$ cat src/rtl/msc_pkg.sv
// Motor speed command sequencer: shared types, register codes and frame tables.
// Used by every module of the block; depends on nothing.
package msc_pkg;

  // Register indexes on the configuration port
  localparam logic [2:0] CFG_MAX_SPEED       = 3'd0;
  localparam logic [2:0] CFG_FLOOR_SPEED     = 3'd1;
  localparam logic [2:0] CFG_HYSTERESIS      = 3'd2;
  localparam logic [2:0] CFG_POLL_PERIOD     = 3'd3;
  localparam logic [2:0] CFG_STOP_WAIT       = 3'd4;
  localparam logic [2:0] CFG_FAULT_STOP_WAIT = 3'd5;

  // Full-scale demand, hundredths of a percent
  localparam logic [13:0] FULL_SCALE = 14'd10000;

  // x / 625 for x < 2^26 is (x * RECIP_625) >> RECIP_SHIFT, exact over that range
  localparam logic [26:0] RECIP_625   = 27'd109951163;
  localparam int          RECIP_SHIFT = 36;

  // Frame bytes
  localparam logic [7:0] BYTE_SYNC      = 8'h55;
  localparam logic [7:0] BYTE_TAIL      = 8'hCC;
  localparam logic [7:0] BYTE_SPEED_CMD = 8'h02;
  localparam logic [7:0] BYTE_SPEED_REG = 8'h21;
  localparam logic [7:0] BYTE_START     = 8'h00;
  localparam logic [7:0] BYTE_STOP      = 8'h01;
  localparam logic [7:0] BYTE_ACK       = 8'h03;
  localparam logic [7:0] BYTE_ZERO      = 8'h00;

  typedef enum logic [2:0] {
    FR_NONE,
    FR_START,
    FR_STOP,
    FR_STOP2,
    FR_ACK,
    FR_SPEED
  } frame_kind_t;

  typedef struct packed {
    logic [15:0] max_speed;
    logic [15:0] floor_speed;
    logic [15:0] hysteresis;
    logic [15:0] poll_period;
    logic [15:0] stop_wait;
    logic [15:0] fault_stop_wait;
  } cfg_t;

  // One pass worth of output: which frames to send plus the status after the pass
  typedef struct packed {
    frame_kind_t kind;
    logic [15:0] word;
    logic [2:0]  next_stage;
    logic        pin;
    logic        led;
    logic [15:0] ref_speed;
  } job_t;

  typedef struct packed {
    logic        has_byte;
    logic [7:0]  tx_byte;
    logic        last;
    logic [2:0]  next_stage;
    logic        slowdown_pin;
    logic        led_clear;
    logic [15:0] reference_speed;
  } result_t;

  // Number of results a job produces; a silent pass still gives one
  function automatic logic [3:0] frame_len(frame_kind_t kind);
    logic [3:0] len;
    case (kind)
      FR_START: len = 4'd7;
      FR_STOP:  len = 4'd7;
      FR_ACK:   len = 4'd7;
      FR_STOP2: len = 4'd14;
      FR_SPEED: len = 4'd9;
      default:  len = 4'd1;
    endcase
    return len;
  endfunction

  // Byte at position idx of the frame sequence for a job
  function automatic logic [7:0] frame_byte(frame_kind_t kind, logic [3:0] idx,
                                            logic [15:0] word);
    logic [3:0] pos;
    logic [7:0] mid;
    logic [7:0] b;
    pos = ((kind == FR_STOP2) && (idx >= 4'd7)) ? idx - 4'd7 : idx;
    case (kind)
      FR_START: mid = BYTE_START;
      FR_ACK:   mid = BYTE_ACK;
      default:  mid = BYTE_STOP;
    endcase
    b = BYTE_ZERO;
    if (kind == FR_SPEED) begin
      case (pos)
        4'd0:    b = BYTE_SYNC;
        4'd1:    b = BYTE_SPEED_CMD;
        4'd2:    b = BYTE_SPEED_REG;
        4'd5:    b = word[15:8];
        4'd6:    b = word[7:0];
        4'd7:    b = BYTE_TAIL;
        4'd8:    b = BYTE_TAIL;
        default: b = BYTE_ZERO;
      endcase
    end else if (kind != FR_NONE) begin
      case (pos)
        4'd0:    b = BYTE_SYNC;
        4'd2:    b = mid;
        4'd5:    b = BYTE_TAIL;
        4'd6:    b = BYTE_TAIL;
        default: b = BYTE_ZERO;
      endcase
    end
    return b;
  endfunction

endpackage

$ cat src/rtl/msc_if.sv
// Motor speed command sequencer: valid/ready channel interfaces for items and results.
// Stand-alone; no package needed.
interface msc_in_if;
  logic               valid;
  logic               ready;
  logic [31:0]        tick_now;
  logic [13:0]        demand_hundredths;
  logic [15:0]        link_fault_status;
  logic signed [15:0] measured_speed;

  modport source (output valid, output tick_now, output demand_hundredths,
                  output link_fault_status, output measured_speed, input ready);
  modport sink   (input valid, input tick_now, input demand_hundredths,
                  input link_fault_status, input measured_speed, output ready);
endinterface

interface msc_out_if;
  logic        valid;
  logic        ready;
  logic        has_byte;
  logic [7:0]  tx_byte;
  logic        last;
  logic [2:0]  next_stage;
  logic        slowdown_pin;
  logic        led_clear;
  logic [15:0] reference_speed;

  modport source (output valid, output has_byte, output tx_byte, output last,
                  output next_stage, output slowdown_pin, output led_clear,
                  output reference_speed, input ready);
  modport sink   (input valid, input has_byte, input tx_byte, input last,
                  input next_stage, input slowdown_pin, input led_clear,
                  input reference_speed, output ready);
endinterface

$ cat src/rtl/msc_ref_calc.sv
// Motor speed command sequencer: two-stage pipeline turning demand into reference rpm.
// Depends on msc_pkg (FULL_SCALE, RECIP_625).
module msc_ref_calc #(
  parameter int TICK_WIDTH = 32
) (
  input  logic                  clk,
  input  logic                  rst_n,
  input  logic [15:0]           max_speed,
  input  logic                  in_valid,
  output logic                  in_ready,
  input  logic [31:0]           tick_now,
  input  logic [13:0]           demand_hundredths,
  input  logic [15:0]           link_fault_status,
  input  logic signed [15:0]    measured_speed,
  output logic                  item_valid,
  input  logic                  item_ready,
  output logic [TICK_WIDTH-1:0] item_tick,
  output logic [15:0]           item_status,
  output logic signed [15:0]    item_speed,
  output logic [15:0]           item_ref
);
  import msc_pkg::*;

  logic                  s1_valid_r, s2_valid_r;
  logic                  en1, en2;
  logic [63:0]           tick_wide;
  logic [13:0]           demand_sat;
  logic [29:0]           prod;
  logic [52:0]           quot_full;
  logic [TICK_WIDTH-1:0] s1_tick_r, s2_tick_r;
  logic [15:0]           s1_status_r, s2_status_r;
  logic signed [15:0]    s1_speed_r, s2_speed_r;
  logic [29:0]           s1_prod_r;
  logic [15:0]           s2_ref_r;

  // Stage enables: advance into an empty slot or one that moves on
  assign en2      = !s2_valid_r || item_ready;
  assign en1      = !s1_valid_r || en2;
  assign in_ready = en1;

  // Clamp demand and scale by max speed
  always_comb begin
    tick_wide  = {32'd0, tick_now};
    demand_sat = (demand_hundredths > FULL_SCALE) ? FULL_SCALE : demand_hundredths;
    prod       = 30'(demand_sat) * 30'(max_speed);
  end

  // Divide by 10000: drop the low four bits (divide by 16), then multiply by the reciprocal of 625
  assign quot_full = 53'(s1_prod_r[29:4]) * 53'(RECIP_625);

  // Hold stage valids
  always_ff @(posedge clk) begin
    if (!rst_n) begin
      s1_valid_r <= 1'b0;
      s2_valid_r <= 1'b0;
    end else begin
      if (en1) s1_valid_r <= in_valid;
      if (en2) s2_valid_r <= s1_valid_r;
    end
  end

  // Advance payload
  always_ff @(posedge clk) begin
    if (en1) begin
      s1_tick_r   <= tick_wide[TICK_WIDTH-1:0];
      s1_status_r <= link_fault_status;
      s1_speed_r  <= measured_speed;
      s1_prod_r   <= prod;
    end
    if (en2) begin
      s2_tick_r   <= s1_tick_r;
      s2_status_r <= s1_status_r;
      s2_speed_r  <= s1_speed_r;
      s2_ref_r    <= quot_full[RECIP_SHIFT+15:RECIP_SHIFT];
    end
  end

  assign item_valid  = s2_valid_r;
  assign item_tick   = s2_tick_r;
  assign item_status = s2_status_r;
  assign item_speed  = s2_speed_r;
  assign item_ref    = s2_ref_r;

endmodule

$ cat src/rtl/msc_stage_ctrl.sv
// Motor speed command sequencer: eight-stage sequencer, one stage step per item.
// Depends on msc_pkg (cfg_t, job_t, frame_kind_t).
module msc_stage_ctrl #(
  parameter int TICK_WIDTH = 32
) (
  input  logic                  clk,
  input  logic                  rst_n,
  input  msc_pkg::cfg_t         cfg,
  input  logic                  item_valid,
  output logic                  item_ready,
  input  logic [TICK_WIDTH-1:0] item_tick,
  input  logic [15:0]           item_status,
  input  logic signed [15:0]    item_speed,
  input  logic [15:0]           item_ref,
  output logic                  job_valid,
  input  logic                  job_ready,
  output msc_pkg::job_t         job
);
  import msc_pkg::*;

  typedef enum logic [2:0] {
    ST_INIT  = 3'd0,
    ST_POLL  = 3'd1,
    ST_START = 3'd2,
    ST_SLOW  = 3'd3,
    ST_STOP  = 3'd4,
    ST_IDLE  = 3'd5,
    ST_REARM = 3'd6,
    ST_SPEED = 3'd7
  } stage_t;

  localparam logic [17:0] STOP_MARGIN = 18'd10;

  stage_t                stage_r, stage_nxt;
  logic                  running_r, running_nxt;
  logic [15:0]           ref_r, ref_nxt;
  logic [15:0]           fault_r, fault_nxt;
  logic [TICK_WIDTH-1:0] poll_dl_r, poll_dl_nxt;
  logic [TICK_WIDTH-1:0] resume_dl_r, resume_dl_nxt;
  logic                  pin_r, pin_nxt;
  logic                  led;
  frame_kind_t           kind;
  logic [15:0]           word;
  logic                  take;
  logic [16:0]           slow_lim;
  logic signed [17:0]    speed_ext;
  logic signed [17:0]    stop_lim;

  assign item_ready = job_ready;
  assign job_valid  = item_valid;
  assign take       = item_valid && job_ready;

  // Step the stage for the item on hand
  always_comb begin
    stage_nxt     = stage_r;
    running_nxt   = running_r;
    ref_nxt       = ref_r;
    fault_nxt     = fault_r;
    poll_dl_nxt   = poll_dl_r;
    resume_dl_nxt = resume_dl_r;
    pin_nxt       = pin_r;
    led           = 1'b0;
    kind          = FR_NONE;
    word          = ref_r;
    slow_lim      = {1'b0, cfg.floor_speed} + {1'b0, cfg.hysteresis};
    speed_ext     = {{2{item_speed[15]}}, item_speed};
    stop_lim      = $signed({2'b00, cfg.floor_speed} + STOP_MARGIN);
    case (stage_r)
      ST_INIT: begin
        poll_dl_nxt = item_tick + TICK_WIDTH'(cfg.poll_period);
        stage_nxt   = ST_START;
      end
      ST_POLL: begin
        if (item_tick >= poll_dl_r) begin
          fault_nxt = item_status;
          ref_nxt   = item_ref;
          if (item_ref >= cfg.floor_speed) begin
            stage_nxt = ST_START;
          end else if ({1'b0, item_ref} < slow_lim) begin
            stage_nxt = ST_SLOW;
          end else begin
            stage_nxt = ST_SPEED;
          end
        end
      end
      ST_START: begin
        kind        = FR_START;
        running_nxt = 1'b1;
        stage_nxt   = ST_POLL;
      end
      ST_SLOW: begin
        pin_nxt = 1'b1;
        if (running_r) begin
          kind = FR_SPEED;
          word = cfg.floor_speed;
        end
        stage_nxt = ST_STOP;
      end
      ST_STOP: begin
        if (!running_r || (fault_r != 16'd0)) begin
          pin_nxt       = 1'b1;
          kind          = FR_STOP2;
          resume_dl_nxt = item_tick + TICK_WIDTH'(cfg.fault_stop_wait);
          stage_nxt     = ST_IDLE;
        end else if (speed_ext <= stop_lim) begin
          kind          = FR_STOP;
          resume_dl_nxt = item_tick + TICK_WIDTH'(cfg.stop_wait);
          stage_nxt     = ST_IDLE;
        end else if (ref_r >= cfg.floor_speed) begin
          pin_nxt   = 1'b0;
          stage_nxt = ST_SPEED;
        end
      end
      ST_IDLE: begin
        if (item_tick >= resume_dl_r) begin
          kind          = FR_ACK;
          resume_dl_nxt = '0;
          running_nxt   = 1'b0;
          stage_nxt     = ST_REARM;
        end
      end
      ST_REARM: begin
        if (ref_r < cfg.floor_speed) begin
          led       = 1'b1;
          stage_nxt = ST_POLL;
        end
      end
      ST_SPEED: begin
        if (running_r) kind = FR_SPEED;
        poll_dl_nxt = item_tick + TICK_WIDTH'(cfg.poll_period);
        stage_nxt   = ST_POLL;
      end
      default: stage_nxt = ST_INIT;
    endcase
  end

  // Hand the frames and the resulting status to the emitter
  always_comb begin
    job.kind       = kind;
    job.word       = word;
    job.next_stage = stage_nxt;
    job.pin        = pin_nxt;
    job.led        = led;
    job.ref_speed  = ref_nxt;
  end

  // Hold sequencer state
  always_ff @(posedge clk) begin
    if (!rst_n) begin
      stage_r     <= ST_INIT;
      running_r   <= 1'b0;
      ref_r       <= 16'd0;
      fault_r     <= 16'd0;
      poll_dl_r   <= '0;
      resume_dl_r <= '0;
      pin_r       <= 1'b0;
    end else if (take) begin
      stage_r     <= stage_nxt;
      running_r   <= running_nxt;
      ref_r       <= ref_nxt;
      fault_r     <= fault_nxt;
      poll_dl_r   <= poll_dl_nxt;
      resume_dl_r <= resume_dl_nxt;
      pin_r       <= pin_nxt;
    end
  end

endmodule

$ cat src/rtl/msc_frame_tx.sv
// Motor speed command sequencer: frame emitter, one result per cycle unless stalled.
// Depends on msc_pkg (job_t, result_t, frame_len, frame_byte).
module msc_frame_tx (
  input  logic             clk,
  input  logic             rst_n,
  input  logic             job_valid,
  output logic             job_ready,
  input  msc_pkg::job_t    job_in,
  output logic             out_valid,
  input  logic             out_ready,
  output msc_pkg::result_t out_res
);
  import msc_pkg::*;

  logic        out_valid_r;
  logic        pend_r;
  job_t        job_r;
  logic [3:0]  idx_r;
  result_t     res_r;
  logic        adv;
  logic        load;
  job_t        cur_job;
  logic [3:0]  cur_idx;
  logic [3:0]  cur_len;
  logic        cur_last;

  // Pick the next byte: rest of the current job, else first of a new one
  always_comb begin
    adv       = !out_valid_r || out_ready;
    job_ready = adv && !pend_r;
    load      = adv && (pend_r || job_valid);
    cur_job   = pend_r ? job_r : job_in;
    cur_idx   = pend_r ? idx_r : 4'd0;
    cur_len   = frame_len(cur_job.kind);
    cur_last  = (cur_idx == (cur_len - 4'd1));
  end

  // Hold control
  always_ff @(posedge clk) begin
    if (!rst_n) begin
      out_valid_r <= 1'b0;
      pend_r      <= 1'b0;
    end else if (adv) begin
      out_valid_r <= pend_r || job_valid;
      if (load) pend_r <= !cur_last;
    end
  end

  // Load the output register and advance through the frame
  always_ff @(posedge clk) begin
    if (load) begin
      res_r.has_byte        <= (cur_job.kind != FR_NONE);
      res_r.tx_byte         <= frame_byte(cur_job.kind, cur_idx, cur_job.word);
      res_r.last            <= cur_last;
      res_r.next_stage      <= cur_job.next_stage;
      res_r.slowdown_pin    <= cur_job.pin;
      res_r.led_clear       <= cur_job.led;
      res_r.reference_speed <= cur_job.ref_speed;
      job_r                 <= cur_job;
      idx_r                 <= cur_idx + 4'd1;
    end
  end

  assign out_valid = out_valid_r;
  assign out_res   = res_r;

`ifndef SYNTHESIS
  // Bytes still pending imply a result on show
  a_pend_shown: assert property (@(posedge clk) disable iff (!rst_n)
    pend_r |-> out_valid_r)
    else $error("frame bytes pending with output register empty");

  // Position never runs past the frame
  a_idx_range: assert property (@(posedge clk) disable iff (!rst_n)
    pend_r |-> (idx_r < frame_len(job_r.kind)))
    else $error("frame position past end of frame");

  // A silent result is always the only one of its pass
  a_silent_last: assert property (@(posedge clk) disable iff (!rst_n)
    (out_valid_r && !res_r.has_byte) |-> res_r.last)
    else $error("silent result not marked last");
`endif

endmodule

$ cat src/rtl/motor_speed_command_sequencer.sv
// Motor speed command sequencer: top level with configuration registers.
// Depends on msc_pkg, msc_if, msc_ref_calc, msc_stage_ctrl and msc_frame_tx.
//
// Usage: each item on in_if is one scheduler pass (tick, demand, link status,
// measured speed). The block steps its stage machine once per item and sends
// the resulting frame bytes on out_if, one result item per byte, with last set
// on the final one; a pass that sends nothing gives a single result with
// has_byte low. Registers are written through cfg_we/cfg_index/cfg_data; the
// user must do so only while no item is in flight, which the block does not
// enforce; unknown indexes are ignored. An accepted item passes through the two
// arithmetic stages for the demand scaling, then the output register, before
// its first result is valid. Throughput: one item per cycle while passes send
// nothing and the receiver does not stall; a pass of n bytes (7, 9 or 14)
// holds the emitter for all n results, one byte each, taking no new item.
// Reset (rst_n low, synchronous) returns the stage machine to init, clears
// the running flag, reference speed, latched fault, deadlines and pin, and
// loads the register defaults. When the receiver stalls, the result is held
// and items queue in the two pipeline stages before in_if.ready drops.
module motor_speed_command_sequencer #(
  parameter int TICK_WIDTH = 32
) (
  input  logic        clk,
  input  logic        rst_n,
  msc_in_if.sink      in_if,
  msc_out_if.source   out_if,
  input  logic        cfg_we,
  input  logic [2:0]  cfg_index,
  input  logic [15:0] cfg_data
);
  import msc_pkg::*;

  cfg_t                  cfg_r;
  logic                  item_valid, item_ready;
  logic [TICK_WIDTH-1:0] item_tick;
  logic [15:0]           item_status;
  logic signed [15:0]    item_speed;
  logic [15:0]           item_ref;
  logic                  job_valid, job_ready;
  job_t                  job;
  result_t               res;

  // Configuration registers
  always_ff @(posedge clk) begin
    if (!rst_n) begin
      cfg_r.max_speed       <= 16'd1500;
      cfg_r.floor_speed     <= 16'd300;
      cfg_r.hysteresis      <= 16'd20;
      cfg_r.poll_period     <= 16'd100;
      cfg_r.stop_wait       <= 16'd450;
      cfg_r.fault_stop_wait <= 16'd900;
    end else if (cfg_we) begin
      case (cfg_index)
        CFG_MAX_SPEED:       cfg_r.max_speed       <= cfg_data;
        CFG_FLOOR_SPEED:     cfg_r.floor_speed     <= cfg_data;
        CFG_HYSTERESIS:      cfg_r.hysteresis      <= cfg_data;
        CFG_POLL_PERIOD:     cfg_r.poll_period     <= cfg_data;
        CFG_STOP_WAIT:       cfg_r.stop_wait       <= cfg_data;
        CFG_FAULT_STOP_WAIT: cfg_r.fault_stop_wait <= cfg_data;
        default: ;
      endcase
    end
  end

  msc_ref_calc #(
    .TICK_WIDTH(TICK_WIDTH)
  ) u_calc (
    .clk               (clk),
    .rst_n             (rst_n),
    .max_speed         (cfg_r.max_speed),
    .in_valid          (in_if.valid),
    .in_ready          (in_if.ready),
    .tick_now          (in_if.tick_now),
    .demand_hundredths (in_if.demand_hundredths),
    .link_fault_status (in_if.link_fault_status),
    .measured_speed    (in_if.measured_speed),
    .item_valid        (item_valid),
    .item_ready        (item_ready),
    .item_tick         (item_tick),
    .item_status       (item_status),
    .item_speed        (item_speed),
    .item_ref          (item_ref)
  );

  msc_stage_ctrl #(
    .TICK_WIDTH(TICK_WIDTH)
  ) u_ctrl (
    .clk         (clk),
    .rst_n       (rst_n),
    .cfg         (cfg_r),
    .item_valid  (item_valid),
    .item_ready  (item_ready),
    .item_tick   (item_tick),
    .item_status (item_status),
    .item_speed  (item_speed),
    .item_ref    (item_ref),
    .job_valid   (job_valid),
    .job_ready   (job_ready),
    .job         (job)
  );

  msc_frame_tx u_tx (
    .clk       (clk),
    .rst_n     (rst_n),
    .job_valid (job_valid),
    .job_ready (job_ready),
    .job_in    (job),
    .out_valid (out_if.valid),
    .out_ready (out_if.ready),
    .out_res   (res)
  );

  // Drive the result channel fields
  assign out_if.has_byte        = res.has_byte;
  assign out_if.tx_byte         = res.tx_byte;
  assign out_if.last            = res.last;
  assign out_if.next_stage      = res.next_stage;
  assign out_if.slowdown_pin    = res.slowdown_pin;
  assign out_if.led_clear       = res.led_clear;
  assign out_if.reference_speed = res.reference_speed;

endmodule
$ cat src/flat_wrapper.sv
// flat-port wrapper written by rule: the top's interface ports become plain ports
module motor_speed_command_sequencer_flat import msc_pkg::*;
#(
  parameter int TICK_WIDTH = 32
)
  (clk, rst_n, cfg_we, cfg_index, cfg_data, in_if_valid, in_if_tick_now, in_if_demand_hundredths, in_if_link_fault_status, in_if_measured_speed, in_if_ready, out_if_valid, out_if_has_byte, out_if_tx_byte, out_if_last, out_if_next_stage, out_if_slowdown_pin, out_if_led_clear, out_if_reference_speed, out_if_ready);
  msc_in_if in_if_i ();
  msc_out_if out_if_i ();
  input  logic clk;
  input  logic rst_n;
  input  logic cfg_we;
  input  logic [2:0] cfg_index;
  input  logic [15:0] cfg_data;
  input wire logic [$bits(in_if_i.valid)-1:0] in_if_valid;
  input wire logic [$bits(in_if_i.tick_now)-1:0] in_if_tick_now;
  input wire logic [$bits(in_if_i.demand_hundredths)-1:0] in_if_demand_hundredths;
  input wire logic [$bits(in_if_i.link_fault_status)-1:0] in_if_link_fault_status;
  input wire logic [$bits(in_if_i.measured_speed)-1:0] in_if_measured_speed;
  output wire logic [$bits(in_if_i.ready)-1:0] in_if_ready;
  output wire logic [$bits(out_if_i.valid)-1:0] out_if_valid;
  output wire logic [$bits(out_if_i.has_byte)-1:0] out_if_has_byte;
  output wire logic [$bits(out_if_i.tx_byte)-1:0] out_if_tx_byte;
  output wire logic [$bits(out_if_i.last)-1:0] out_if_last;
  output wire logic [$bits(out_if_i.next_stage)-1:0] out_if_next_stage;
  output wire logic [$bits(out_if_i.slowdown_pin)-1:0] out_if_slowdown_pin;
  output wire logic [$bits(out_if_i.led_clear)-1:0] out_if_led_clear;
  output wire logic [$bits(out_if_i.reference_speed)-1:0] out_if_reference_speed;
  input wire logic [$bits(out_if_i.ready)-1:0] out_if_ready;
  assign in_if_i.valid = in_if_valid;
  assign in_if_i.tick_now = in_if_tick_now;
  assign in_if_i.demand_hundredths = in_if_demand_hundredths;
  assign in_if_i.link_fault_status = in_if_link_fault_status;
  assign in_if_i.measured_speed = in_if_measured_speed;
  assign in_if_ready = in_if_i.ready;
  assign out_if_valid = out_if_i.valid;
  assign out_if_has_byte = out_if_i.has_byte;
  assign out_if_tx_byte = out_if_i.tx_byte;
  assign out_if_last = out_if_i.last;
  assign out_if_next_stage = out_if_i.next_stage;
  assign out_if_slowdown_pin = out_if_i.slowdown_pin;
  assign out_if_led_clear = out_if_i.led_clear;
  assign out_if_reference_speed = out_if_i.reference_speed;
  assign out_if_i.ready = out_if_ready;
  motor_speed_command_sequencer #(.TICK_WIDTH(TICK_WIDTH)) u_core (.clk(clk), .rst_n(rst_n), .in_if(in_if_i), .out_if(out_if_i), .cfg_we(cfg_we), .cfg_index(cfg_index), .cfg_data(cfg_data));
endmodule
$ cat config.mk
export PLATFORM = sky130hd
export DESIGN_NAME = motor_speed_command_sequencer_flat
export DESIGN_NICKNAME = d
export VERILOG_FILES = /design/src/rtl/msc_pkg.sv /design/src/rtl/msc_if.sv /design/src/rtl/msc_ref_calc.sv /design/src/rtl/msc_stage_ctrl.sv /design/src/rtl/msc_frame_tx.sv /design/src/rtl/motor_speed_command_sequencer.sv /design/src/flat_wrapper.sv
export SDC_FILE = /design/constraint.sdc
export NUM_CORES = 2
export LEC_CHECK = 0
export BUFFER_PORTS_ARGS = -buffer_cell sky130_fd_sc_hd__buf_4
export CORE_ASPECT_RATIO = 0.5
export CORE_MARGIN = 10
export CORE_UTILIZATION = 42
export CTS_CLUSTER_SIZE = 28
export DETAILED_ROUTE_END_ITERATION = 10
export SETUP_SLACK_MARGIN = 0.3
export SLEW_MARGIN = 20
export SYNTH_ARGS = -nofsm -noshare
export SYNTH_HDL_FRONTEND = slang
export SYNTH_SLANG_ARGS = --single-unit
$ cat constraint.sdc
create_clock -name clk -period 13 [get_ports clk]
set_input_delay 0.65 -clock clk [delete_from_list [all_inputs] [get_ports clk]]
set_output_delay 0.65 -clock clk [all_outputs]
set_load 0.01 [all_outputs]
==> out/qor.log <==
qor: status.result_of_the_run finished clean
qor: sta.setup_violations 0
qor: worst_setup_path.critical_path_s_largest_stage_delay 700 ps
qor: logic_synthesis.mappedNetlistNets 5216
qor: worst_setup_path.worst-r2r-cell-count 24
qor: grt.grt_antenna_before_repair 6
qor: floorplan.top_level_ports 135
qor: sta.slew_headroom 26.58%
qor: worst_setup_path.r2r_end u_core.u_calc.item_ref[9]
qor: sta.setup_total_negative_slack 0 ps
qor: worst_setup_path.reg2reg_slack 5290 ps
qor: logic_synthesis.synth.yosys.warnings 0
qor: route.routed_wirelength 104500 microns
qor: sta.rsz0062_at_grt false
qor: floorplan.starting_density 42.25%
qor: clock_tree.worst_setup_hold_path_clk_slew 70 ps
qor: grt.use_met1 25.50%
qor: logic_synthesis.synthesized_flop_and_latch_total 425
qor: floorplan.floorplan.rows 80
qor: logic_synthesis.netlist-cell-type-count 79
qor: logic_synthesis.synthCells 4121
qor: grt.gr-usage-met3 2.190%
qor: logic_synthesis.synth_seq_area_share 26.73%
qor: grt.grtUsageMet2 32.85%
qor: sta.final-max-slew-violation-count 0
qor: logic_synthesis.ys_dominant_reg_cell edfxtp_1
qor: sta.max_clock_freq 126.0 MHz
qor: placement.dp_hpwl 83650 microns
qor: clock_tree.tritoncts built
qor: sta.number_of_endpoints_with_negative_hold_slack_in_the_final_report 0
qor: logic_synthesis.synth_compound_area_share 9.282%
qor: worst_setup_path.worst_path_max_delay_cell a21oi_1
qor: layout.synthToLayoutAreaGrowth 9.416%
qor: logic_synthesis.synth_top_family_by_area adder cells
qor: sta.worst_clock_skew 45.43 ps
qor: route.routedWlPerCell 19.02 microns
qor: worst_setup_path.critPathTopFamily adder cells
qor: clock_tree.max-clock-path-buffers 3
qor: route.drt-initial-drc-count 1791
qor: worst_setup_path.path_max_fanout 18
qor: logic_synthesis.synth_edf_count 224
qor: logic_synthesis.avgSynthCellArea 9.760 sq um
qor: placement.gp_congestion 0.9297
qor: grt.grt-ovfl-total 0
qor: worst_setup_path.crit_top_cell fa_1
qor: worst_setup_path.cp_data_arrival_time 8280 ps
qor: layout.mostFrequentLayoutCells 772 x inv_1, 525 x ha_1, 468 x fa_1
qor: route.drt-pass1-iter-count 6
qor: worst_setup_path.worstPathBufferInverterCount 5
qor: logic_synthesis.synth_xor_xnor_area_share 2.737%
qor: route.drt_drc_violations_left 0
qor: logic_synthesis.syn_area 40220 sq um
qor: clock_tree.cts_made_buffers 44
qor: layout.final_layout_size_suffix_gt1_share 6.779%
qor: floorplan.die_w 457.6 microns
qor: sta.period_needed 7939 ps
qor: worst_setup_path.worstSetupEndpointType flip-flop
qor: min_path.hold_class primary input to flip-flop
qor: logic_synthesis.synth_simple_gate_area_share 11.99%
qor: layout.final_nets 5279
qor: grt.global_route.peak_usage_layer met2
qor: route.routed_via_density 5.138
qor: route.count_of_antenna_violating_nets_left_after_detailed_routing 0
qor: grt.vias_in_the_first_global_route 29.64k
qor: logic_synthesis.synth_async_sr_flop_share 0%
qor: clock_tree.clk-insertion-delay-late 600 ps
qor: worst_setup_path.crit_required 13340 ps
qor: logic_synthesis.post_synth_fa_ha_maj_area_fraction 39.62%
qor: worst_setup_path.worstSetupPathType primary input to flip-flop
qor: layout.mostFrequentLayoutCell inv_1
qor: clock_tree.postCtsSetupRepairBufs 0
qor: clock_tree.holdBufCountCts 0
qor: placement.port_buffers 134
qor: flow_run.max_cap_viol_count 0
qor: worst_setup_path.startpoint_type primary input
qor: worst_setup_path.r2r-start u_core.u_calc.s1_prod_r[12]
qor: floorplan.placeableCoreArea 95190 sq um
qor: grt.wire_length_of_the_first_global_routing_pass 166800 microns
qor: floorplan.die_height 238.8 microns
qor: sta.final.period_utilization 61.07%
qor: clock_tree.cts_resized 0
qor: grt.gr-usage-all-layers 19.09%
qor: clock_tree.clock_sink_count 425
qor: logic_synthesis.fraction_of_synthesized_area_in_multiplexers 0.9519%
qor: floorplan.die-area 109300 sq um
qor: clock_tree.clockRootBuffer clkbuf_16
qor: route.vias 28.22k
qor: grt.grt_start_max_net_pins 96
qor: sta.tightest_slew 1101 ps
qor: min_path.timing.hold.worst_endpoint u_core.u_calc.s1_status_r[3]
qor: clock_tree.cts-htree-levels 2
qor: min_path.worstHoldPathCells 1
qor: min_path.worstHoldStart in_if_link_fault_status[3]
==> final cells by class <==
cell class                      count  area, sq um
Antenna cell                        2        5.005
Clock buffer                       56         1250
Clock inverter                     25        330.3
Fill cell                        8973        51180
Inverter                          774         2909
Multi-Input combinational cell   2788        26040
Sequential cell                   425        10750
Tap cell                         1271         1590
Timing Repair Buffer              151         1137
==> worst max-delay path by stage <==
stage,from,slack [ps],end,cells past startpoint
after floorplan,in_if_demand_hundredths[9],5680,u_core.u_calc.s1_prod_r[23],29
after global placement,in_if_demand_hundredths[13],4750,u_core.u_calc.s1_prod_r[28],30
after detailed placement,in_if_demand_hundredths[13],4520,u_core.u_calc.s1_prod_r[28],29
after CTS,in_if_demand_hundredths[13],5160,u_core.u_calc.s1_prod_r[28],29
after global routing,in_if_demand_hundredths[13],4470,u_core.u_calc.s1_prod_r[28],30
final,in_if_demand_hundredths[13],5060,u_core.u_calc.s1_prod_r[28],29
==> per-layer routing <==
layer	vias to the layer above	routed length, microns	part of all wire (%)
met4	0	2561	2.5
met5	-	0	0
li1	13540	-	-
met3	132	4500	4.3
met1	13953	47350	45
met2	592	50070	48
==> stage by stage <==
step / setup WS, ps / cells / util, % / hold slack (ps) / cell area (sq um)
final: 5061 / 5492 / 46.23 / 222.5 / 44010
after global placement: 4753 / 5409 / 44.54 / 406.3 / 42390
after floorplan: 5678 / 4121 / - / 400.3 / 40220
after global routing: 4475 / 5492 / 46.23 / 191.6 / 44010
after CTS: 5155 / 5490 / 46.21 / 187.0 / 43980
after detailed placement: 4523 / 5409 / 44.55 / 404.5 / 42400
==> synth_stat cells, types with 5 or more instances <==
cell | n | area, sq um
edfxtp_1 | 224 | 6726
or2_2 | 7 | 43.79
xnor2_1 | 82 | 718.2
o31a_1 | 5 | 43.79
nand4_1 | 36 | 225.2
mux2i_1 | 18 | 180.2
o21bai_1 | 13 | 97.59
nor4_1 | 7 | 43.79
nor2b_1 | 44 | 275.3
a21oi_1 | 217 | 1086
and4_1 | 5 | 43.79
dfxtp_1 | 201 | 4024
buf_4 | 19 | 142.6
fa_1 | 468 | 9369
a211oi_1 | 39 | 292.8
nor2_1 | 164 | 615.6
nand2b_1 | 18 | 112.6
nand3_1 | 111 | 555.5
o21ai_1 | 6 | 30.03
xor2_1 | 40 | 350.3
and2_1 | 100 | 625.6
a31oi_1 | 13 | 81.33
or3_1 | 15 | 93.84
a21o_1 | 78 | 585.6
nand2_1 | 460 | 1727
inv_1 | 773 | 2902
a211o_1 | 5 | 43.79
o211ai_1 | 10 | 75.07
ha_1 | 525 | 6569
a22o_1 | 19 | 166.4
mux2_2 | 18 | 202.7
o21a_1 | 25 | 187.7
and3_1 | 22 | 137.6
nor3_1 | 31 | 155.2
buf_2 | 5 | 25.02
o21ai_0 | 114 | 570.6
clkbuf_1 | 106 | 397.9
==> registers in the layout, indices dropped and copies added (netlist names), 3 cells and up <==
| signal | flops |
|---|---|
| u_core.u_calc.item_status | 16 |
| u_core.u_calc.s1_status_r | 16 |
| u_core.u_ctrl.fault_r | 16 |
| u_core.u_tx.job_r | 19 |
| u_core.u_ctrl.poll_dl_r | 32 |
| u_core.u_calc.s1_speed_r | 16 |
| u_core.u_ctrl.ref_r | 16 |
| u_core.u_calc.s1_tick_r | 32 |
| u_core.u_calc.s1_prod_r | 26 |
| u_core.u_calc.item_speed | 16 |
| u_core.u_ctrl.stage_r | 3 |
| u_core.u_tx.idx_r | 4 |
| u_core.u_ctrl.resume_dl_r | 32 |
| u_core.u_calc.item_tick | 32 |
| u_core.cfg_r | 96 |
| u_core.u_tx.out_res | 31 |
| u_core.u_calc.item_ref | 16 |
==> cells by family after synthesis <==
logic type / Yosys count
AND/OR/NAND/NOR: 1040
adder cells (fa/ha/maj): 993
buffers and inverters: 908
AO/OA/AOI/OAI: 595
flip-flops: 425
XOR/XNOR: 124
multiplexers: 36
Power is not shown: default switching activity piles up to over one toggle a cycle in this logic, so the estimate is an artifact.
